**config.mk**
```make
export PLATFORM = sky130hd
export DESIGN_NAME = ttne_resq
export DESIGN_NICKNAME = d
export VERILOG_FILES = /design/src/rtl/ttne_pkg.sv /design/src/rtl/ttne_resq.sv
export SDC_FILE = /design/constraint.sdc
export NUM_CORES = 1
export LEC_CHECK = 0
export ABC_AREA = 1
export BUFFER_PORTS_ARGS = -buffer_cell sky130_fd_sc_hd__buf_4
export CORE_MARGIN = 3
export CORE_UTILIZATION = 40
export CTS_CLUSTER_SIZE = 40
export DETAILED_ROUTE_END_ITERATION = 8
export GPL_TIMING_DRIVEN = 0
export MAX_ROUTING_LAYER = met4
export PLACE_DENSITY = 0.57
export SETUP_SLACK_MARGIN = 0.15
export SKIP_LAST_GASP = 1
export SLEW_MARGIN = 0
export SYNTH_ARGS = -nofsm -noshare
export SYNTH_HDL_FRONTEND = slang
export SYNTH_SLANG_ARGS = --single-unit
```
**constraint.sdc**
```tcl
create_clock -name clk_i -period 2.1 [get_ports clk_i]
set_clock_uncertainty 0.2 [all_clocks]
set_input_delay 0.21 -clock clk_i [delete_from_list [all_inputs] [get_ports clk_i]]
set_output_delay 0.21 -clock clk_i [all_outputs]
set_load 0.005 [all_outputs]
```
**src/rtl/ttne_pkg.sv**
```systemverilog
// Shared types and constants for the token table name expander.
`default_nettype none

package ttne_pkg;

  localparam logic [1:0] MODE_LOAD_INDEX = 2'd0;
  localparam logic [1:0] MODE_LOAD_TOKEN = 2'd1;
  localparam logic [1:0] MODE_LENGTH     = 2'd2;
  localparam logic [1:0] MODE_CODE       = 2'd3;

  localparam logic [1:0] KIND_CHAR     = 2'd0;
  localparam logic [1:0] KIND_DONE     = 2'd1;
  localparam logic [1:0] KIND_TOO_LONG = 2'd2;

  localparam logic [9:0] LIMIT_RESET = 10'd128;
  localparam int         INDEX_SLOTS = 256;

  localparam int CMDQ_DEPTH = 2;
  localparam int CMDQ_AW    = 1;
  localparam int RESQ_DEPTH = 4;
  localparam int RESQ_AW    = 2;

  typedef struct packed {
    logic [1:0]  mode;
    logic [11:0] table_address;
    logic [15:0] table_word;
    logic [7:0]  stream_byte;
  } in_item_t;

  typedef struct packed {
    logic [1:0] kind;
    logic [7:0] out_char;
    logic [8:0] name_length;
    logic       last;
  } res_t;

  typedef enum logic [1:0] {
    OP_LOAD_INDEX,
    OP_LOAD_TOKEN,
    OP_LENGTH,
    OP_CODE
  } op_e;

  typedef struct packed {
    op_e         op;
    logic [11:0] addr;
    logic [15:0] word;
    logic [7:0]  sbyte;
  } cmd_t;

  typedef enum logic [2:0] {
    ST_IDLE,
    ST_INDEX,
    ST_REDUCE,
    ST_WALK,
    ST_FINISH
  } back_state_e;

endpackage

`default_nettype wire

```
**src/rtl/ttne_resq.sv**
```systemverilog
// Result queue between the back end and the result ports.
`default_nettype none

module ttne_resq import ttne_pkg::*; (
  input  wire logic clk_i,
  input  wire logic rst_ni,
  input  wire logic res_push_i,
  input  wire res_t res_i,
  output logic      full_o,
  output logic      empty,
  input  wire logic pop,
  output res_t      res_o
);

  res_t               q_mem [RESQ_DEPTH];
  logic [RESQ_AW-1:0] wr_ptr_q, wr_ptr_d;
  logic [RESQ_AW-1:0] rd_ptr_q, rd_ptr_d;
  logic [RESQ_AW:0]   cnt_q, cnt_d;
  logic               do_pop;

  assign full_o = (cnt_q == (RESQ_AW + 1)'(RESQ_DEPTH));
  assign empty  = (cnt_q == '0);
  assign res_o  = q_mem[rd_ptr_q];
  assign do_pop = pop && !empty;

  always_comb begin
    wr_ptr_d = res_push_i ? wr_ptr_q + 1'b1 : wr_ptr_q;
    rd_ptr_d = do_pop ? rd_ptr_q + 1'b1 : rd_ptr_q;
    cnt_d    = cnt_q + (RESQ_AW + 1)'(res_push_i) - (RESQ_AW + 1)'(do_pop);
  end

  always_ff @(posedge clk_i or negedge rst_ni) begin
    if (!rst_ni) begin
      wr_ptr_q <= '0;
      rd_ptr_q <= '0;
      cnt_q    <= '0;
    end else begin
      wr_ptr_q <= wr_ptr_d;
      rd_ptr_q <= rd_ptr_d;
      cnt_q    <= cnt_d;
    end
  end

  always_ff @(posedge clk_i) begin
    if (res_push_i) begin
      q_mem[wr_ptr_q] <= res_i;
    end
  end

endmodule

`default_nettype wire

```
==> run_results.csv, run 1 <==
group,metric,value,unit
run_status,status,"complete, no violations",
critical_path,startpoint,"cnt_q[1]$_DFF_PN0_",
cells_and_area,layout.nets,429,
pwr,leakagePower,1.96,nW
pwr,p_per_area,1340,nW/µm²
floorplanning,die_w,101,µm
cells_and_area,n_antenna_cell,0,
synth,yosysTopAreaCell,"edfxtp_1",
synth,ys_ff_latch,87,
synth,syn-num-nets,340,
grt,grt_pass1_wl,11.5,mm
clocking,cts_buffer_depth,2,
clocking,numCtsBuffers,9,
synth,syn_avg_cell_area,11.7,µm²
sta,finalSetupViolations,0,
critical_path,crit_end,"cnt_q[1]$_DFF_PN0_",
placed_design,dp_hpwl,4.31,mm
grt,grt_use_total,0.156,
synth,synthTopCellsByCount,"edfxtp_1, nand2_1, nor2_1",
critical_path,rr_endpoint,"cnt_q[1]$_DFF_PN0_",
floorplanning,core_area,8760,µm²
cells_and_area,synthToLayoutAreaGrowth,34.8,%
synth,synthAdderAreaFrac,0.0262,
critical_path,reg2regPathDepth,10,
floorplanning,std_cell_rows,34,
grt,grt_pass1_vias,2277,
cells_and_area,final_layout_size_suffix_gt1_frac,0.303,
clocking,clk_pin_slew,0.08,ns
synth,synth_mux_area_frac,0,
synth,netlist_instances,309,
synth,synthXorXnorAreaFrac,0.00724,
clocking,clk-insertion-delay-late,0.34,ns
synth,synth_area_leaders,"edfxtp_1, nand2_1, dfrtp_1, nor2_1, inv_1",
synth,ys_seq_area_frac,0.710,
placed_design,gp_congestion,0.748,
route,num_vias,2361,
grt,antenna_found_initial,0,
sta,finalCriticalPeriod,1.99,ns
synth,synth-compound-area-share,0.0576,
route,wire_per_inst,15.4,µm
synth,synth-simple-area-share,0.126,
synth,yosys_warnings,0,
floorplanning,start_util,0.414,
critical_path,worstReg2RegStart,"cnt_q[1]$_DFF_PN0_",
critical_path,startpoint_type,"flop",
route,detail_route.first_pass.iterations,4,
sta,slew_viol_final,0,
cells_and_area,fin_cells,511,
floorplanning,die_area,10200,µm²
sta,post-route-period-util,0.948,
sta,tightest_slew,0.533,ns
pwr,ir_drop,0.513,mV
cells_and_area,nFillCells,735,
route,drt_iter0_drc,109,
route,routed_wl,7.84,mm
clocking,cts_max_level,3,
clocking,cts_tree,"built",
critical_path,reg2reg_slack,0.11,ns
floorplanning,num_io_pins,46,
pwr,total_power,6.57,mW
critical_path,end_kind,"flop",
grt,overflow,0,
grt,grt_start_max_net_pins,21,
sta,hold_ws,0.00951,ns
sta,rsz0062_at_grt,"yes",
placed_design,port_buffers,45,
worst_hold_path,min_path_type,"in2async",
route,ant_nets,0,
placed_design,dp_cells,462,
synth,synthArstFlopShare,0.0805,
flow_run,drv_cap,0,
synth,synthMostInstantiatedCell,"edfxtp_1",
synth,synth_top_family_by_area,"simple AND/OR/NAND/NOR gates",
synth,synth_edf_count,80,
critical_path,required,2.15,ns
synth,ys_types,19,
critical_path,worstPathArrival,2.04,ns
floorplanning,die_h,101,µm
critical_path,crit_fanout,2,
clocking,cts_root_buf,"clkbuf_8",
clocking,cts_sinks,87,
sta,fmax,503,MHz
synth,synth_area,3630,µm²
sta,relSlewSlack,0.644,
route,via_per_inst,4.62,
critical_path,crit_type,"reg2reg",
sta,finalHoldViolCount,0,
synth,synth_flop_cell,"edfxtp_1",
route,drcViolationCount,0,
synth,synth_top_area_frac,0.662,
[where the power goes]
group	internal, mW	switching (mW)	total [mW]
combinational	1.41	1.63	3.05
sequential	2.29	0.142	2.43
clock	0.546	0.545	1.09
total	4.25	2.32	6.57
[per-stage QoR]
stage | setup WS, ns | TNS, ns | utilization | area [µm²]
after floorplan | 0.0768 | 0 | - | 3630
after global placement | -0.0354 | -0.0623 | 0.468 | 4100
after detailed placement | -0.0848 | -0.153 | 0.468 | 4100
after CTS | 0.108 | 0 | 0.522 | 4570
after global routing | 0.0509 | 0 | 0.558 | 4890
final | 0.110 | 0 | 0.558 | 4890
[kinds of logic after synthesis]
logic type / after synthesis
xor+xnor: 3
simple gates: 120
compound gates: 41
buf+inv: 51
flops: 87
fa+ha+maj: 7
[worst max-delay path: stages, from the launching register on]
cell and delay, ns:
dfrtp_2 0.43, nor2_4 0.10, nand2_2 0.06, nand2_2 0.07, inv_2 0.05, ha_4 0.23
inv_2 0.06, ha_4 0.11, inv_2 0.03, fa_2 0.52, inv_2 0.03
[area by class of cell]
| class | count | area, µm² | share of cell area |
|---|---|---|---|
| Multi-Input combinational cell | 171 | 975 | 0.199 |
| Tap cell | 108 | 135 | 0.0276 |
| Timing Repair inverter | 2 | 15.0 | 0.00307 |
| Timing Repair Buffer | 76 | 699 | 0.143 |
| Buffer | 14 | 154 | 0.0315 |
| Clock buffer | 12 | 135 | 0.0276 |
| Sequential cell | 87 | 2580 | 0.527 |
| Clock inverter | 4 | 46.3 | 0.00946 |
| Inverter | 37 | 154 | 0.0315 |
[timing repair]
action | in CTS | in global routing
pin swaps | 1 | 37
gates cloned | 0 | 5
buffers inserted | 4 | 0
setup endpoints to repair | 65 | 68
gates resized for setup | 7 | 86
hold buffers | 24 | 0
endpoints found under the hold margin | 89 | 0
[per-layer routing]
layer / GRT usage / vias up / wire, µm
li1: - / 1195 / -
met1: 0.199 / 1111 / 3630
met4: 0.0552 / 0 / 60
met5: - / - / 0
met2: 0.252 / 46 / 3940
met3: 0.0275 / 9 / 219
[how the worst min path moves through the flow]
stage / cells after the start / end / start / slack [ns]
after floorplan: 0 / cnt_q[0]$_DFF_PN0_ / rst_ni / -0.29
after global placement: 1 / cnt_q[1]$_DFF_PN0_ / rst_ni / -0.17
after detailed placement: 1 / cnt_q[0]$_DFF_PN0_ / rst_ni / -0.17
after CTS: 2 / cnt_q[0]$_DFF_PN0_ / rst_ni / 0.003
after global routing: 2 / wr_ptr_q[1]$_DFFE_PN0P_ / rst_ni / 0.009
final: 2 / cnt_q[0]$_DFF_PN0_ / rst_ni / 0.01
[registers in the layout (all words and copies together), names as in the netlist]
register and cells:
cnt_q 3, q_mem 80, wr_ptr_q 2, rd_ptr_q 2
[placed cells by master, fill, tap and decap left out, types with 5 or more instances in the layout]
master,n
dfrtp_1,6
o21ai_1,34
nor2_1,20
clkbuf_8,9
nand2_1,72
buf_6,13
edfxtp_1,80
o21ai_2,5
inv_2,5
dlygate4sd3_1,24
nor2_4,17
buf_4,43
inv_1,28
clkinvlp_4,7
Note: power is estimated with default switching activity, not from simulation.
==> run 2, diff against run 1 <==
==> constraint.sdc (replaced) <==
create_clock -name clk_i -period 2.1 [get_ports clk_i]
set_clock_uncertainty 0.2 [all_clocks]
set_input_delay 0.315 -clock clk_i [delete_from_list [all_inputs] [get_ports clk_i]]
set_output_delay 0.315 -clock clk_i [all_outputs]
set_load 0.005 [all_outputs]
==> run 2 against run 1 <==
Sequential share of layout area rose by 2.7 points. Clock-buffer cell count is the same. Clock power about the same. Register-to-register slack worse by 0.04 ns. Worst setup slack lost 0.045 ns. Critical path type unchanged. Critical endpoint unchanged. Largest power group unchanged.
==> run_results.csv, run 2 (synthesized netlist as in run 1, its figures left out) <==
group,metric,value,unit
run_status,status,"complete, no violations",
placed_design,place_ws,-0.0848,ns
worst_hold_path,min_path_type,"in2reg",
clocking,cts_buffer_depth,2,
critical_path,startpoint,"cnt_q[1]$_DFF_PN0_",
floorplanning,start_util,0.414,
critical_path,reg2reg_slack,0.07,ns
critical_path,startpoint_type,"flop",
cells_and_area,regMostFlops,"q_mem",
flow_run,drv_cap,0,
critical_path,crit_end,"cnt_q[1]$_DFF_PN0_",
cells_and_area,synthToLayoutAreaGrowth,28.2,%
critical_path,end_kind,"flop",
sta,setup_tns,0,ns
worst_hold_path,hold_start,"res_push_i",
floorplanning,num_io_pins,46,
cells_and_area,top_regs,"q_mem (80), cnt_q (3)",
clocking,clk_pin_slew,0.08,ns
floorplanning,core_area,8760,µm²
pwr,ir_drop,0.480,mV
grt,grt_pass1_vias,2259,
route,routed_wl,7.55,mm
sta,finalSetupViolations,0,
cells_and_area,n_antenna_cell,0,
grt,antenna_found_initial,0,
pwr,leakagePower,1.89,nW
sta,fin_ws,0.0650,ns
route,via_per_inst,4.62,
grt,grt_util_met3,0.0275,
cells_and_area,layout_commonest_cell,"edfxtp_1",
grt,grt_use_total,0.155,
placed_design,port_buffers,45,
floorplanning,std_cell_rows,34,
cells_and_area,utilization,0.531,
critical_path,crit_type,"reg2reg",
cells_and_area,mostFrequentLayoutCells,"edfxtp_1, nand2_1, buf_4, o21ai_1, nor2_1",
route,detail_route.first_pass.iterations,7,
pwr,total_power,6.16,mW
clocking,cts_max_level,3,
grt,use_met2,0.249,
clocking,cts_root_buf,"clkbuf_8",
grt,grt_busiest_layer,"met2",
route,ant_nets,0,
grt,grt_pass1_wl,11.5,mm
clocking,numCtsBuffers,9,
cells_and_area,final_layout_size_suffix_gt1_frac,0.266,
sta,fmax,491,MHz
sta,relSlewSlack,0.641,
cells_and_area,layout.nets,424,
cells_and_area,fin_cells,506,
route,num_vias,2337,
floorplanning,die_w,101,µm
critical_path,worstReg2RegStart,"cnt_q[1]$_DFF_PN0_",
sta,slew_viol_final,0,
clocking,cts_sinks,87,
critical_path,required,2.15,ns
floorplanning,die_h,101,µm
placed_design,gp_congestion,0.748,
grt,met1_usage,0.200,
route,wire_per_inst,14.9,µm
placed_design,dp_hpwl,4.31,mm
grt,overflow,0,
clocking,cts_tree,"built",
sta,finalHoldViolCount,0,
placed_design,place_area,4100,µm²
sta,rsz0062_at_grt,"yes",
sta,finalCriticalPeriod,2.03,ns
sta,tightest_slew,0.537,ns
floorplanning,die_area,10200,µm²
critical_path,crit_fanout,2,
placed_design,dp_cells,462,
cells_and_area,design_area,4650,µm²
worst_hold_path,min_path_cells,2,
cells_and_area,largest_reg_flops,80,
clocking,clk-insertion-delay-late,0.34,ns
sta,hold_ws,0.0185,ns
critical_path,reg2regPathDepth,10,
pwr,p_per_area,1320,nW/µm²
route,drt_iter0_drc,88,
sta,post-route-period-util,0.969,
route,drcViolationCount,0,
critical_path,worstPathArrival,2.08,ns
critical_path,rr_endpoint,"cnt_q[1]$_DFF_PN0_",
grt,grt_start_max_net_pins,21,
run 2: changes by cell type in the layout (fill, tap and decap cells not counted), sizes merged:
cell	delta
clkbuf	-2
dlygate4sd3	-3
run 2: worst max-delay path, stage by stage (launching register included):
cell,delay [ns]
dfrtp_2,0.43
nor2_4,0.10
nand2_2,0.06
nand2_2,0.07
inv_2,0.05
ha_4,0.23
inv_2,0.06
ha_4,0.12
inv_2,0.03
fa_2,0.56
inv_2,0.03
run 2: cell type report:
class | count | area [µm²]
clock inverter | 4 | 46.3
fill | 762 | 4110
clock buffer | 12 | 135
buffer | 14 | 143
multi-input combinational | 171 | 860
inverter | 37 | 154
tap | 108 | 135
timing repair buffer | 71 | 586
timing repair inverter | 2 | 15.0
sequential | 87 | 2580
run 2: report_power, final:
part	internal, mW	switching (mW)
Combinational	1.17	1.48
Sequential	2.29	0.123
Clock	0.546	0.548
run 2: worst min-delay path by stage:
| stage | endpoint | slack, ns |
|---|---|---|
| global placement | cnt_q[1]$_DFF_PN0_ | -0.07 |
| floorplan | cnt_q[0]$_DFF_PN0_ | -0.18 |
| global route | cnt_q[0]$_DFF_PN0_ | 0.02 |
| detailed placement | cnt_q[0]$_DFF_PN0_ | -0.06 |
| finish | cnt_q[0]$_DFF_PN0_ | 0.02 |
| CTS | cnt_q[0]$_DFF_PN0_ | 0.002 |
run 2: timing repair:
item / in CTS / in global routing
hold buffers: 21 / 0
pin swaps: 1 / 9
buffers inserted: 4 / 0
gates resized for setup: 14 / 35
cloned: 0 / 3
endpoints found under the setup margin: 85 / 69
endpoints found under the hold margin: 87 / 0
run 2: routing by layer:
metal	wire [µm]	up-vias
li1	-	1184
met1	3520	1097
met2	3690	49
met3	265	7
met4	80	0
met5	0	-
