[config.mk]
export PLATFORM = sky130hd
export DESIGN_NAME = ttne_front
export DESIGN_NICKNAME = d
export VERILOG_FILES = /design/src/rtl/ttne_pkg.sv /design/src/rtl/ttne_front.sv
export SDC_FILE = /design/constraint.sdc
export NUM_CORES = 1
export LEC_CHECK = 0
export BUFFER_PORTS_ARGS = -buffer_cell sky130_fd_sc_hd__clkbuf_2
export CAP_MARGIN = 20
export CELL_PAD_IN_SITES_DETAIL_PLACEMENT = 1
export CELL_PAD_IN_SITES_GLOBAL_PLACEMENT = 2
export CORE_MARGIN = 4
export CORE_UTILIZATION = 40
export CTS_CLUSTER_SIZE = 30
export DETAILED_ROUTE_END_ITERATION = 16
export PLACE_DENSITY_LB_ADDON = 0.1
export RECOVER_POWER = 25
export SYNTH_ARGS = -nofsm -noshare
export SYNTH_HDL_FRONTEND = slang
export SYNTH_SLANG_ARGS = --single-unit
export TNS_END_PERCENT = 5
[constraint.sdc]
create_clock -name clk_i -period 5.3 [get_ports clk_i]
set_input_delay 0.795 -clock clk_i [delete_from_list [all_inputs] [get_ports clk_i]]
set_output_delay 0.795 -clock clk_i [all_outputs]
set_load 0.005 [all_outputs]
[src/rtl/ttne_pkg.sv]
// Shared types and constants for the token table name expander.
`default_nettype none

package ttne_pkg;

  localparam logic [1:0] MODE_LOAD_INDEX = 2'd0;
  localparam logic [1:0] MODE_LOAD_TOKEN = 2'd1;
  localparam logic [1:0] MODE_LENGTH     = 2'd2;
  localparam logic [1:0] MODE_CODE       = 2'd3;

  localparam logic [1:0] KIND_CHAR     = 2'd0;
  localparam logic [1:0] KIND_DONE     = 2'd1;
  localparam logic [1:0] KIND_TOO_LONG = 2'd2;

  localparam logic [9:0] LIMIT_RESET = 10'd128;
  localparam int         INDEX_SLOTS = 256;

  localparam int CMDQ_DEPTH = 2;
  localparam int CMDQ_AW    = 1;
  localparam int RESQ_DEPTH = 4;
  localparam int RESQ_AW    = 2;

  typedef struct packed {
    logic [1:0]  mode;
    logic [11:0] table_address;
    logic [15:0] table_word;
    logic [7:0]  stream_byte;
  } in_item_t;

  typedef struct packed {
    logic [1:0] kind;
    logic [7:0] out_char;
    logic [8:0] name_length;
    logic       last;
  } res_t;

  typedef enum logic [1:0] {
    OP_LOAD_INDEX,
    OP_LOAD_TOKEN,
    OP_LENGTH,
    OP_CODE
  } op_e;

  typedef struct packed {
    op_e         op;
    logic [11:0] addr;
    logic [15:0] word;
    logic [7:0]  sbyte;
  } cmd_t;

  typedef enum logic [2:0] {
    ST_IDLE,
    ST_INDEX,
    ST_REDUCE,
    ST_WALK,
    ST_FINISH
  } back_state_e;

endpackage

`default_nettype wire

[src/rtl/ttne_front.sv]
// Front end: accepts input transactions, classifies them and queues commands.
`default_nettype none

module ttne_front import ttne_pkg::*; #(
  parameter int TABLE_BYTES = 4096
) (
  input  wire logic     clk_i,
  input  wire logic     rst_ni,
  input  wire logic     push,
  input  wire in_item_t in_item_i,
  output logic          full,
  output logic          cmd_valid_o,
  output cmd_t          cmd_o,
  input  wire logic     cmd_pop_i
);

  cmd_t                 q_mem [CMDQ_DEPTH];
  logic [CMDQ_AW-1:0]   wr_ptr_q, wr_ptr_d;
  logic [CMDQ_AW-1:0]   rd_ptr_q, rd_ptr_d;
  logic [CMDQ_AW:0]     cnt_q, cnt_d;
  logic                 accept;
  logic                 keep;
  logic                 wr_en;
  cmd_t                 cls;

  assign full        = (cnt_q == (CMDQ_AW + 1)'(CMDQ_DEPTH));
  assign cmd_valid_o = (cnt_q != '0);
  assign cmd_o       = q_mem[rd_ptr_q];
  assign accept      = push && !full;

  always_comb begin
    cls.addr  = in_item_i.table_address;
    cls.word  = in_item_i.table_word;
    cls.sbyte = in_item_i.stream_byte;
    cls.op    = OP_CODE;
    keep      = 1'b1;
    unique case (in_item_i.mode)
      MODE_LOAD_INDEX: begin
        cls.op = OP_LOAD_INDEX;
        keep   = (32'(in_item_i.table_address) < INDEX_SLOTS);
      end
      MODE_LOAD_TOKEN: begin
        cls.op = OP_LOAD_TOKEN;
        keep   = (32'(in_item_i.table_address) < TABLE_BYTES);
      end
      MODE_LENGTH: begin
        cls.op = OP_LENGTH;
      end
      MODE_CODE: begin
        cls.op = OP_CODE;
      end
      default: begin
        keep = 1'b0;
      end
    endcase
  end

  // Drop out-of-range loads here.
  assign wr_en = accept && keep;

  always_comb begin
    wr_ptr_d = wr_en ? wr_ptr_q + 1'b1 : wr_ptr_q;
    rd_ptr_d = cmd_pop_i ? rd_ptr_q + 1'b1 : rd_ptr_q;
    cnt_d    = cnt_q + (CMDQ_AW + 1)'(wr_en) - (CMDQ_AW + 1)'(cmd_pop_i);
  end

  always_ff @(posedge clk_i or negedge rst_ni) begin
    if (!rst_ni) begin
      wr_ptr_q <= '0;
      rd_ptr_q <= '0;
      cnt_q    <= '0;
    end else begin
      wr_ptr_q <= wr_ptr_d;
      rd_ptr_q <= rd_ptr_d;
      cnt_q    <= cnt_d;
    end
  end

  always_ff @(posedge clk_i) begin
    if (wr_en) begin
      q_mem[wr_ptr_q] <= cls;
    end
  end

endmodule

`default_nettype wire

==> results.txt, run 1 <==
- The cell area that synthesis handed to floorplanning was 2990 µm².
* Net Sw Power: 0.491 mW
- Final Net Count: 271
* Port bufs: 81
- Fill cells in the final layout number 720.
- The share of total power dissipated in sequential elements is 49.8%.
- Post-synthesis xor/xnor area fraction: 1.17%
- Net switching is 26.5% of the power.
- Synthesis instantiated 15 different standard cells from the library.
- Largest family of logic cells by synthesized area: multiplexers
- Period utilization: 49.6%
* LEAKAGE: 1.37 nW
* Final Hold Fails: 0
- The die is 94.4 µm tall.
- Core area: 7250 µm²
- The synthesized design contains 80 register bits.
- Clock network latency to the later pin of the worst-skew pair: 0.33 ns
- Measured against the total synthesized area, the mux share comes to 14.3%.
- Gate Count Post-Synth: 139
* Number of slew-limit violations in the final report: 0
- At the pin with the least slew margin, the transition time is 0.878 ns.
- The detail route stage leaves a number of antenna-violating nets equal to 0.
* Launching element type of the critical path: flop
- The synthesized netlist devotes 0.879% of its cell area to compound gates.
- Once the floorplan was initialized, standard cells occupied 41.2% of the core.
- Via count: 1534
- The repair_antennas step left the layout with diodes totalling 0.
- Using the TritonRoute via totals, the vias-per-cell ratio works out to 4.63.
- Number of H-tree levels: 3
- Counting along the longest clock path gives a buffer depth of 2.
* Power density normalized to cell area: 495 nW/µm²
- Number of buffers inserted during clock tree synthesis: 9
* Status: finished, final reports clean
* Final critical path time including I/O delays and setup: 2.63 ns
- The die is 94.4 µm wide.
- CP max FO: 39
* Global placement routability congestion: 0.714
- Total placed instance area: 3490 µm²
* Fraction of final layout cells with drive strength greater than 1: 53.0%
* Clock edge transition at the registers on the reported setup and hold paths: 0.07 ns
- Design internal power: 1.36 mW
- The wire-length estimate of the detail-placed layout is 3.64 mm.
- CTS tree: built
- Synth Area per Inst: 21.5 µm²
* Area of all sequential standard cells: 2380 µm²
* Max Clock Skew: 0.00377 ns
- Counting tap cells, the placed design contains a total of 313 instances.
- CTS Hold Bufs: 0
* Worst slew margin relative to its limit: 41.5%
* Number of clock sinks seen by CTS: 80
- For this run, the detailed router's first-pass iteration total came to 4.
* Routed len/inst: 15.9 µm
- Summing the areas of all fa, ha and maj instances in the mapped netlist gives 0.837% of the synthesized area.
- Sum Neg Setup Slack: 0 ns
* Basic-gate share of the synthesized area counting and, or, nand and nor cells: 1.38%
- Summed area of non-filler cells in the final layout: 3730 µm²
* Total track usage: 13.0%
* Unrepaired setup endpoints after global routing: no
- Site Rows: 31
- Multi-input gate area in the final layout: 571 µm²
- Data arrives at the worst endpoint at 1.83 ns.
* Worst Hold Class: primary input to asynchronous set/reset pin
- The clock network accounts for 25.1% of the total power.
- Relative to the synthesized area, the layout overhead comes to 24.8%.
* Maximum number of pins on one net before global-route repair: 40
- Die area: 8920 µm²
* Antenna violations before repair: 0
- For this design the top-level I/O count stands at 82.
- Cells fill 51.4% of the core in the end.
- After detailed routing, the total wire length is 5.27 mm.
- Synth Warn #: 0
- Timing-limited maximum frequency: 381 MHz
- For the worst setup path, the data required time is 4.51 ns.
- Max-cap violations: 0
* Total of endpoints with negative setup slack in the final report: 0
* Number of nets in the synthesized netlist: 183
- Post-route insts no fill: 331
- Residual DRC: 0
* First-pass GRT wire length: 8.49 mm
- Buffers added to address setup during post-CTS repair amount to 0.
* Share of power burned in combinational logic: 25.1%
- The critical path is of the flop to primary output type.
- Gr ovfl total: 0
- Sequential share of the synthesized area: 79.7%
* Number of gates resized after CTS: 0
* Iteration-0 DRC Markers: 44
- CP Capture Type: primary output
- Cell at the root of the clock tree: clkbuf_8
* Via count of the first global-routing pass: 1782
* Peak VDD IR: 0.000252 V
==> final timing paths <==
path / startpoint / depth (start not counted) / to / slack, ns
hold reg to reg: cnt_q[1]$_DFF_PN0_ / 1 / cnt_q[1]$_DFF_PN0_ / 0.51
setup / recovery: rd_ptr_q$_DFFE_PN0P_ / 2 / cmd_o[18] / 2.67
max in group asynchronous: rst_ni / 1 / rd_ptr_q$_DFFE_PN0P_ / 4.80
hold / removal: rst_ni / 1 / cnt_q[1]$_DFF_PN0_ / 0.28
min in group clk_i: cnt_q[1]$_DFF_PN0_ / 1 / cnt_q[1]$_DFF_PN0_ / 0.51
setup reg to reg: cnt_q[1]$_DFF_PN0_ / 4 / q_mem[0][24]$_DFFE_PP_ / 3.54
==> metrics by stage <==
stage                     power (mW)  hold slack [ns]  setup WS (ns)
after global placement          1.38            0.484           2.61
after CTS                       1.87            0.236           2.60
after floorplan                 1.20            0.460           2.01
after global routing            1.96            0.276           2.55
after detailed placement        1.40            0.506           2.54
final                           1.85            0.284           2.67
==> power groups by stage <==
| stage | logic [mW] | registers, mW | clock network [mW] |
|---|---|---|---|
| after global routing | 0.510 | 0.941 | 0.511 |
| final | 0.464 | 0.920 | 0.464 |
| after floorplan | 0.321 | 0.875 | 0 |
| after global placement | 0.448 | 0.935 | 0 |
| after detailed placement | 0.457 | 0.945 | 0 |
| after CTS | 0.460 | 0.930 | 0.485 |
==> registers in the layout (all words and copies together), names as in the netlist <==
register	flops
cnt_q	2
q_mem	76
rd_ptr_q	1
wr_ptr_q	1
==> cell usage in the layout, fill, tap and decap left out, types with 2 or more instances in the layout <==
master and instances:
clkbuf_8 9, clkbuf_2 63, dfrtp_1 3, ha_1 2
bufinv_16 2, clkbuf_1 17, clkinv_1 2, inv_1 3
xnor2_1 3, mux2_2 38, nor2_4 2, edfxtp_1 76
clkinv_2 2
==> per-layer routing <==
layer	up-vias	GRT usage (%)	wire, µm
li1	714	-	-
met1	756	14.1	1900
met2	52	22.8	2840
met3	12	4.38	412
met4	0	6.14	114
met5	-	0	0
==> layout make-up <==
| cell class | count | area share (%) |
|---|---|---|
| clock buffers | 9 | 3.32 |
| clock inverters | 7 | 2.31 |
| inverters | 3 | 0.302 |
| multi-input cells | 50 | 15.3 |
| flip-flops and latches | 80 | 63.9 |
| well taps | 99 | 3.32 |
| repair buffers | 83 | 11.5 |
==> cell usage after synthesis <==
cell type	number	share of area, %
edfxtp_1	76	76
mux2_2	38	14
dfrtp_1	4	3.3
inv_1	3	0.38
xnor2_1	3	0.88
buf_2	2	0.33
buf_6	2	0.75
clkbuf_1	2	0.25
ha_1	2	0.84
nor2_1	2	0.25
nand2b_1	1	0.21
nor4_4	1	0.71
o311ai_4	1	0.88
or2_2	1	0.21
xor2_1	1	0.29
==> kinds of logic (layout without fill, tap and decap cells) <==
| group | after synthesis | after routing |
|---|---|---|
| AO/OA/AOI/OAI | 1 | 1 |
| XOR/XNOR | 4 | 4 |
| buffers and inverters | 9 | 102 |
| AND/OR/NAND/NOR | 5 | 5 |
| flip-flops | 80 | 80 |
| multiplexers | 38 | 38 |
| adder cells (fa/ha/maj) | 2 | 2 |
==> critical path, stage by stage (launching register included) <==
cell,delay [ns]
dfrtp_2,0.94
mux2_2,0.43
clkbuf_2,0.12
(Power assumes the default switching activity.)
==> run 2: changes to the inputs <==
CORE_UTILIZATION = 34   (was 40)
clock period = 2.2 ns   (was 5.3 ns; I/O delays follow)
==> run 2 against run 1 <==
  * Non-clock buffer count is 4 higher
  * Clock power is 120% higher
  * Via count up 1.1%
  * Wire length rose by 6.1%
  * Largest cell class unchanged
  * Sequential share of layout area rose by 0.22 points
  * Sequential cell count did not move
  * Sequential power grew 130%
  * Register-to-register slack got worse by 3.0 ns
  * First-iteration DRC count shrank 4.5%
==> results.txt, run 2 (synthesis gave the netlist of run 1 again) <==
- CTS built an H-tree with a depth of 3.
- Clock-pin slew was measured on the worst setup and hold paths at 0.07 ns.
* Gate family responsible for the most delay along the worst path: flip-flops
* Status: finished, final reports clean
- The critical path is of the flop to primary output type.
- Of the total power, the clock network draws 23.1%.
* Worst slew margin relative to its limit: 71.3%
* Final Hold Fails: 0
- Peak VDD IR: 0.000482 V
- Cell chain of the critical path: buf_12, mux2_2, clkbuf_2
* Area Growth Syn to Fin: 24.4%
- The pre-antenna-repair detailed-routing pass consisted of 3 iterations.
- The library cells used most frequently in the layout, excluding fill and tap cells, are 76 x edfxtp_1, 55 x clkbuf_2, 38 x mux2_2.
- CTS tree: built
- Placement Setup Slack: 0.303 ns
- Overall die height: 102 µm
- Cell at the root of the clock tree: clkbuf_8
- Period utilization: 81.2%
* I/O pins: 82
- Maximum number of pins on one net before global-route repair: 40
- The largest single stage delay on the critical path is 0.38 ns.
* Power share of the sequential group: 47.8%
- Antenna violations before repair: 0
- At the worst endpoint, the required time is 1.87 ns.
* Most common cell after layout, fill and taps aside: edfxtp_1
* Worst-path cell with the longest stage delay: dfrtp_2
* Power density normalized to cell area: 1180 nW/µm²
* Iteration-0 DRC Markers: 42
* Core area: 8380 µm²
- Design internal power: 3.17 mW
- Dividing the detail-routed wire length by the instance count gives 16.4 µm.
- For this design the total switching power over the nets is 1.20 mW.
- Clock network latency to the later pin of the worst-skew pair: 0.33 ns
* Final critical path time including I/O delays and setup: 1.79 ns
* Number of clock sinks seen by CTS: 80
- After the last flow step, the layout net total stands at 275.
- For this design the static power due to leakage is 1.33 nW.
* Total track usage: 11.7%
* Port bufs: 81
* Via count of the first global-routing pass: 1729
- The detail route stage leaves a number of antenna-violating nets equal to 0.
* Timing-limited maximum frequency: 560 MHz
* Via count: 1551
- Buffers & Inverters on Critical Path: 2
- Residual DRC: 0
- Switch share: 27.5%
* Leading registers by flop count: q_mem: 76 flops, cnt_q: 2 flops
* Clk buf depth: 2
* Number of slew-limit violations in the final report: 0
* Global placement routability congestion: 0.735
- Data arrives at the worst endpoint at 1.46 ns.
- The initialized floorplan defines 33 standard-cell rows.
* Effective utilization at floorplan: 35.7%
- Die area: 10400 µm²
- Fraction of final layout cells with drive strength greater than 1: 49.6%
- Slew at the pin with the worst max-slew slack: 0.430 ns
- Of the total power, combinational logic draws 29.1%.
- Final WL: 5.59 mm
* Detailed-placement wirelength estimate: 3.96 mm
- STA classifies the critical path endpoint as a primary output.
- Via-to-Cell Ratio: 4.55
* Setup ws final: 0.414 ns
- Setup repair after global routing left no endpoint under its margin.
* Post-Place Cells: 324
* Chip width: 102 µm
- 0 antenna diodes ended up in the layout.
* Share of the core filled with cells in the final layout: 44.3%
- Gr ovfl total: 0
- The first global-routing pass estimated 8.80 mm of wire.
- Minimum setup slack among reg-to-reg paths: 0.56 ns
- Setup violations remaining at the end of the flow were counted as 0.
- Number of buffers inserted to repair setup after CTS: 0
* Max reg flops: 76
- After the flow finishes, the layout carries non-filler instances totaling 341.
- Max Clock Skew: 0.00833 ns
* Register bank with the most flops: q_mem
- In this run the worst hold path is classified as primary input to flop.
* Number of buffers inserted during clock tree synthesis: 9
- The worst setup path is launched from a flop.
- Max-cap violations: 0
* CP max FO: 39
[run 2: cell count changes in the layout (fill, tap and decap cells not counted), sizes merged]
cell / before / now
clkbuf: 89 / 91
buf: 3 / 5
clkinvlp: 0 / 3
bufinv: 2 / 1
dlygate4sd3: 0 / 1
clkinv: 5 / 2
[run 2: worst register-to-register path, cell delays in order, from the launching register on]
cell and delay (ns):
dfrtp_1 0.41, nand2b_1 0.15, o311ai_4 0.18, ha_1 0.32
inv_1 0.04, ha_1 0.18, xnor2_1 0.17, xnor2_1 0.13
[run 2: timing repair]
action / CTS / global route
hold buffers: 1 / 0
endpoints found under the hold margin: 4 / 0
gates resized for setup: 0 / 0
[run 2: area by class of cell]
class                   instances  area [µm²]
multi-input cells              50         571
well taps                     105         131
flip-flops and latches         80        2380
clock buffers                  10         128
clock inverters                 6        60.1
inverters                       3        11.3
fillers                       841        4660
repair buffers                 87         433
[run 2: path summary, 6_finish.rpt]
check / end / start / cells past startpoint
worst max-delay path: cmd_o[19] / rd_ptr_q$_DFFE_PN0P_ / 3
worst max register to register: cnt_q[1]$_DFF_PN0_ / cnt_q[1]$_DFF_PN0_ / 7
worst min register to register: cnt_q[1]$_DFF_PN0_ / cnt_q[1]$_DFF_PN0_ / 1
max in group asynchronous: rd_ptr_q$_DFFE_PN0P_ / rst_ni / 2
min in group asynchronous: cnt_q[0]$_DFF_PN0_ / rst_ni / 2
worst min-delay path: q_mem[1][29]$_DFFE_PP_ / in_item_i[29] / 1
[run 2: stage by stage]
stage | hold WS, ns | area, µm² | TNS (ns) | power [mW]
finish | 0.193 | 3720 | 0 | 4.38
global route | 0.180 | 3720 | 0 | 4.68
CTS | 0.160 | 3750 | 0 | 4.49
detailed placement | 0.151 | 3550 | 0 | 3.46
global placement | 0.145 | 3550 | 0 | 3.41
floorplan | 0.0344 | 2990 | -47.35 | 2.88
[run 2: routing by layer]
metal / vias up / wire length, µm / track usage [%]
li1: 720 / - / -
met1: 767 / 2190 / 13.6
met2: 57 / 2910 / 19.7
met3: 7 / 406 / 3.58
met4: 0 / 91 / 5.52
met5: - / 0 / 0
[run 2: power groups by stage]
stage	Sequential, mW	Combinational (mW)	Clock [mW]
2_1_floorplan	2.11	0.772	0
3_3_place_gp	2.11	1.29	0
3_5_place_dp	2.13	1.32	0
4_1_cts	2.10	1.33	1.06
5_1_grt	2.12	1.41	1.15
6_report	2.09	1.27	1.01
==> run 3: changes to the inputs <==
CORE_UTILIZATION = 37   (was 34)
clock period = 1.8 ns   (was 2.2 ns; I/O delays follow)
==> run 3 against run 2 <==
  * Largest power group unchanged
  * Critical path type unchanged
  * First-iteration DRC count up 43%
  * Sequential cell count unchanged
  * Via count down 0.52%
==> results.txt, run 3 (synthesis gave the netlist of run 1 again) <==
* Peak VDD IR: 0.000787 V
- Setup ws final: 0.0929 ns
- The H-tree was split into 3 levels.
- Status: finished, final reports clean
- In the global route stage, overall resource usage came out at 12.2%.
- Via count of the first global-routing pass: 1731
- Final WL: 5.60 mm
- Max reg flops: 76
* Sum Neg Setup Slack: 0 ns
- Setup violations remaining at the end of the flow were counted as 0.
* Met3 routing resource usage after global routing: 3.86%
* Clock network power share: 27.3%
- The first TritonRoute pass finished after 4 iterations.
* Number of buffers inserted to repair setup after CTS: 0
* Power Total: 5.70 mW
- Global routing met2 resource utilization: 21.4%
* Max-cap violations: 0
- Filler cells: 796
* Via-to-Cell Ratio: 4.54
- Final Net Count: 277
* Maximum number of pins on one net before global-route repair: 24
* Clk buf depth: 2
- The tightest hold path in the finished design has a slack of 0.118 ns.
- The number of antenna violations at the first check in global routing came to 0.
* Most common cell after layout, fill and taps aside: edfxtp_1
* Power density normalized to cell area: 1500 nW/µm²
- Switch share: 26.3%
- The number of pins exceeding their max-slew limit in the final report was 0.
* Register bank with the most flops: q_mem
* Timing-limited maximum frequency: 586 MHz
* Core area: 7810 µm²
- Antenna-violating nets left: 0
* Net Sw Power: 1.50 mW
* LEAKAGE: 1.39 nW
- Per report_power, the sequential group accounts for 44.8% of the total.
- Clock skew on the completed layout was measured at 0.00546 ns.
- Final Hold Fails: 0
- The count of buffers added on input and output ports is 81.
- After global routing, the most crowded layer is met2.
- The worst hold path begins at in_item_i[5].
- Global placement routability congestion: 0.799
- Summed over all nets, the half-perimeter wirelength after detailed placement is 4.05 mm.
- For this run, design rule violations remaining after detail routing come to 0.
- At the later pin of the worst-skew pair, clock insertion delay measures 0.33 ns.
* Data required time of the worst path: 1.53 ns
* Die area: 9580 µm²
- OpenSTA, run right after detailed placement, puts the worst setup slack at 0.0463 ns.
* Site Rows: 32
- Counting instances, the worst hold path has a depth of 1.
* Design internal power: 4.20 mW
- Setup repair after global routing left no endpoint under its margin.
- Via count: 1543
- The critical path in this run is classified as flop to primary output.
- The worst register-to-register path has a depth of 7.
* CP Capture Type: primary output
* Area Growth Syn to Fin: 27.3%
* Fraction of final layout cells with drive strength greater than 1: 52.5%
- TritonCTS built the clock tree.
* CP max FO: 16
* Number of buffers inserted during clock tree synthesis: 9
- Slew at the pin with the worst max-slew slack: 0.250 ns
- Cell at the root of the clock tree: clkbuf_8
- Data on the critical path arrives at its endpoint at 1.44 ns.
* Chip width: 97.9 µm
- For this block, the initial DRC count from the detailed router was 60.
* Number of clock sinks seen by CTS: 80
- After detailed routing, the average wire length per cell comes to 16.5 µm.
- Measured against its own limit, the worst slew margin works out to 83.2%.
- The total overflow left after global routing is 0.
* Minimum setup slack among reg-to-reg paths: 0.22 ns
* Overall die height: 97.9 µm
- Antenna diode instance count: 0
- Clock edge transition at the registers on the reported setup and hold paths: 0.08 ns
- The worst setup path is launched from a flop.
* Worst Hold Class: primary input to flop
* Hold Path Sink: q_mem[1][5]$_DFFE_PP_
- The startpoint identified for the worst register-to-register timing path is cnt_q[1]$_DFF_PN0_.
- Leading registers by flop count: q_mem: 76 flops, cnt_q: 2 flops
- The first global-routing pass estimated 8.87 mm of wire.
- Highest-count cells in the layout ignoring fill and taps: 76 x edfxtp_1, 59 x clkbuf_2, 38 x mux2_2
- Once the floorplan was initialized, standard cells occupied 38.3% of the core.
- Worst r2r dst: cnt_q[1]$_DFF_PN0_
- For this run, global-route usage on met1 was measured as 13.3%.
- Per report_power, the combinational group accounts for 27.9% of the total.
- I/O pins: 82
- Period utilization: 94.8%
- Final critical path time including I/O delays and setup: 1.71 ns
run 3: area by class of cell:
type	instances	area (µm²)	share of cell area [%]
clock inverter	7	120	3.16
clock buffer	9	124	3.25
inverter	3	11.3	0.296
tap	102	128	3.35
timing repair buffer	89	469	12.3
sequential	80	2380	62.6
multi-input combinational	50	571	15.0
run 3: power by group through the flow:
| stage | Sequential, mW | Clock, mW | Combinational [mW] |
|---|---|---|---|
| global placement | 2.57 | 0 | 1.60 |
| global route | 2.59 | 1.69 | 1.76 |
| CTS | 2.56 | 1.60 | 1.66 |
| finish | 2.55 | 1.55 | 1.59 |
| floorplan | 2.57 | 0 | 0.951 |
| detailed placement | 2.60 | 0 | 1.64 |
run 3: routing by layer:
layer	part of all wire [%]	up-vias
met3	5.6	6
li1	-	728
met5	0	-
met1	40	762
met2	53	47
met4	1.3	0
run 3: worst max path at each step:
stage                               startpoint               endpoint  slack, ns  cells past startpoint
after floorplan                  in_item_i[34]  q_mem[0][0]$_DFFE_PP_      -0.34                      3
after global placement           in_item_i[34]     cnt_q[1]$_DFF_PN0_       0.09                      8
after detailed placement         in_item_i[34]     cnt_q[1]$_DFF_PN0_       0.05                      8
after CTS                 rd_ptr_q$_DFFE_PN0P_              cmd_o[15]       0.05                      3
after global routing      rd_ptr_q$_DFFE_PN0P_              cmd_o[14]      0.003                      3
final                     rd_ptr_q$_DFFE_PN0P_              cmd_o[15]       0.09                      3
run 3: timing repair:
| item | 4_1_cts | 5_1_grt |
|---|---|---|
| endpoints found under the setup margin | 7 | 0 |
| endpoints found under the hold margin | 4 | 0 |
| hold buffers | 1 | 0 |
| resized for setup | 1 | 0 |
run 3: worst max-delay path: stages (launching register included):
cell      delay [ns]
dfrtp_2         0.37
buf_4           0.24
mux2_2          0.38
clkbuf_2        0.11
run 3: through the flow:
step | area, µm² | utilization (%) | instances
final | 3810 | 48.8 | 340
after global routing | 3810 | 48.8 | 340
after CTS | 3830 | 49.1 | 340
after detailed placement | 3580 | 45.8 | 323
after global placement | 3580 | 45.8 | 323
after floorplan | 2990 | - | 139
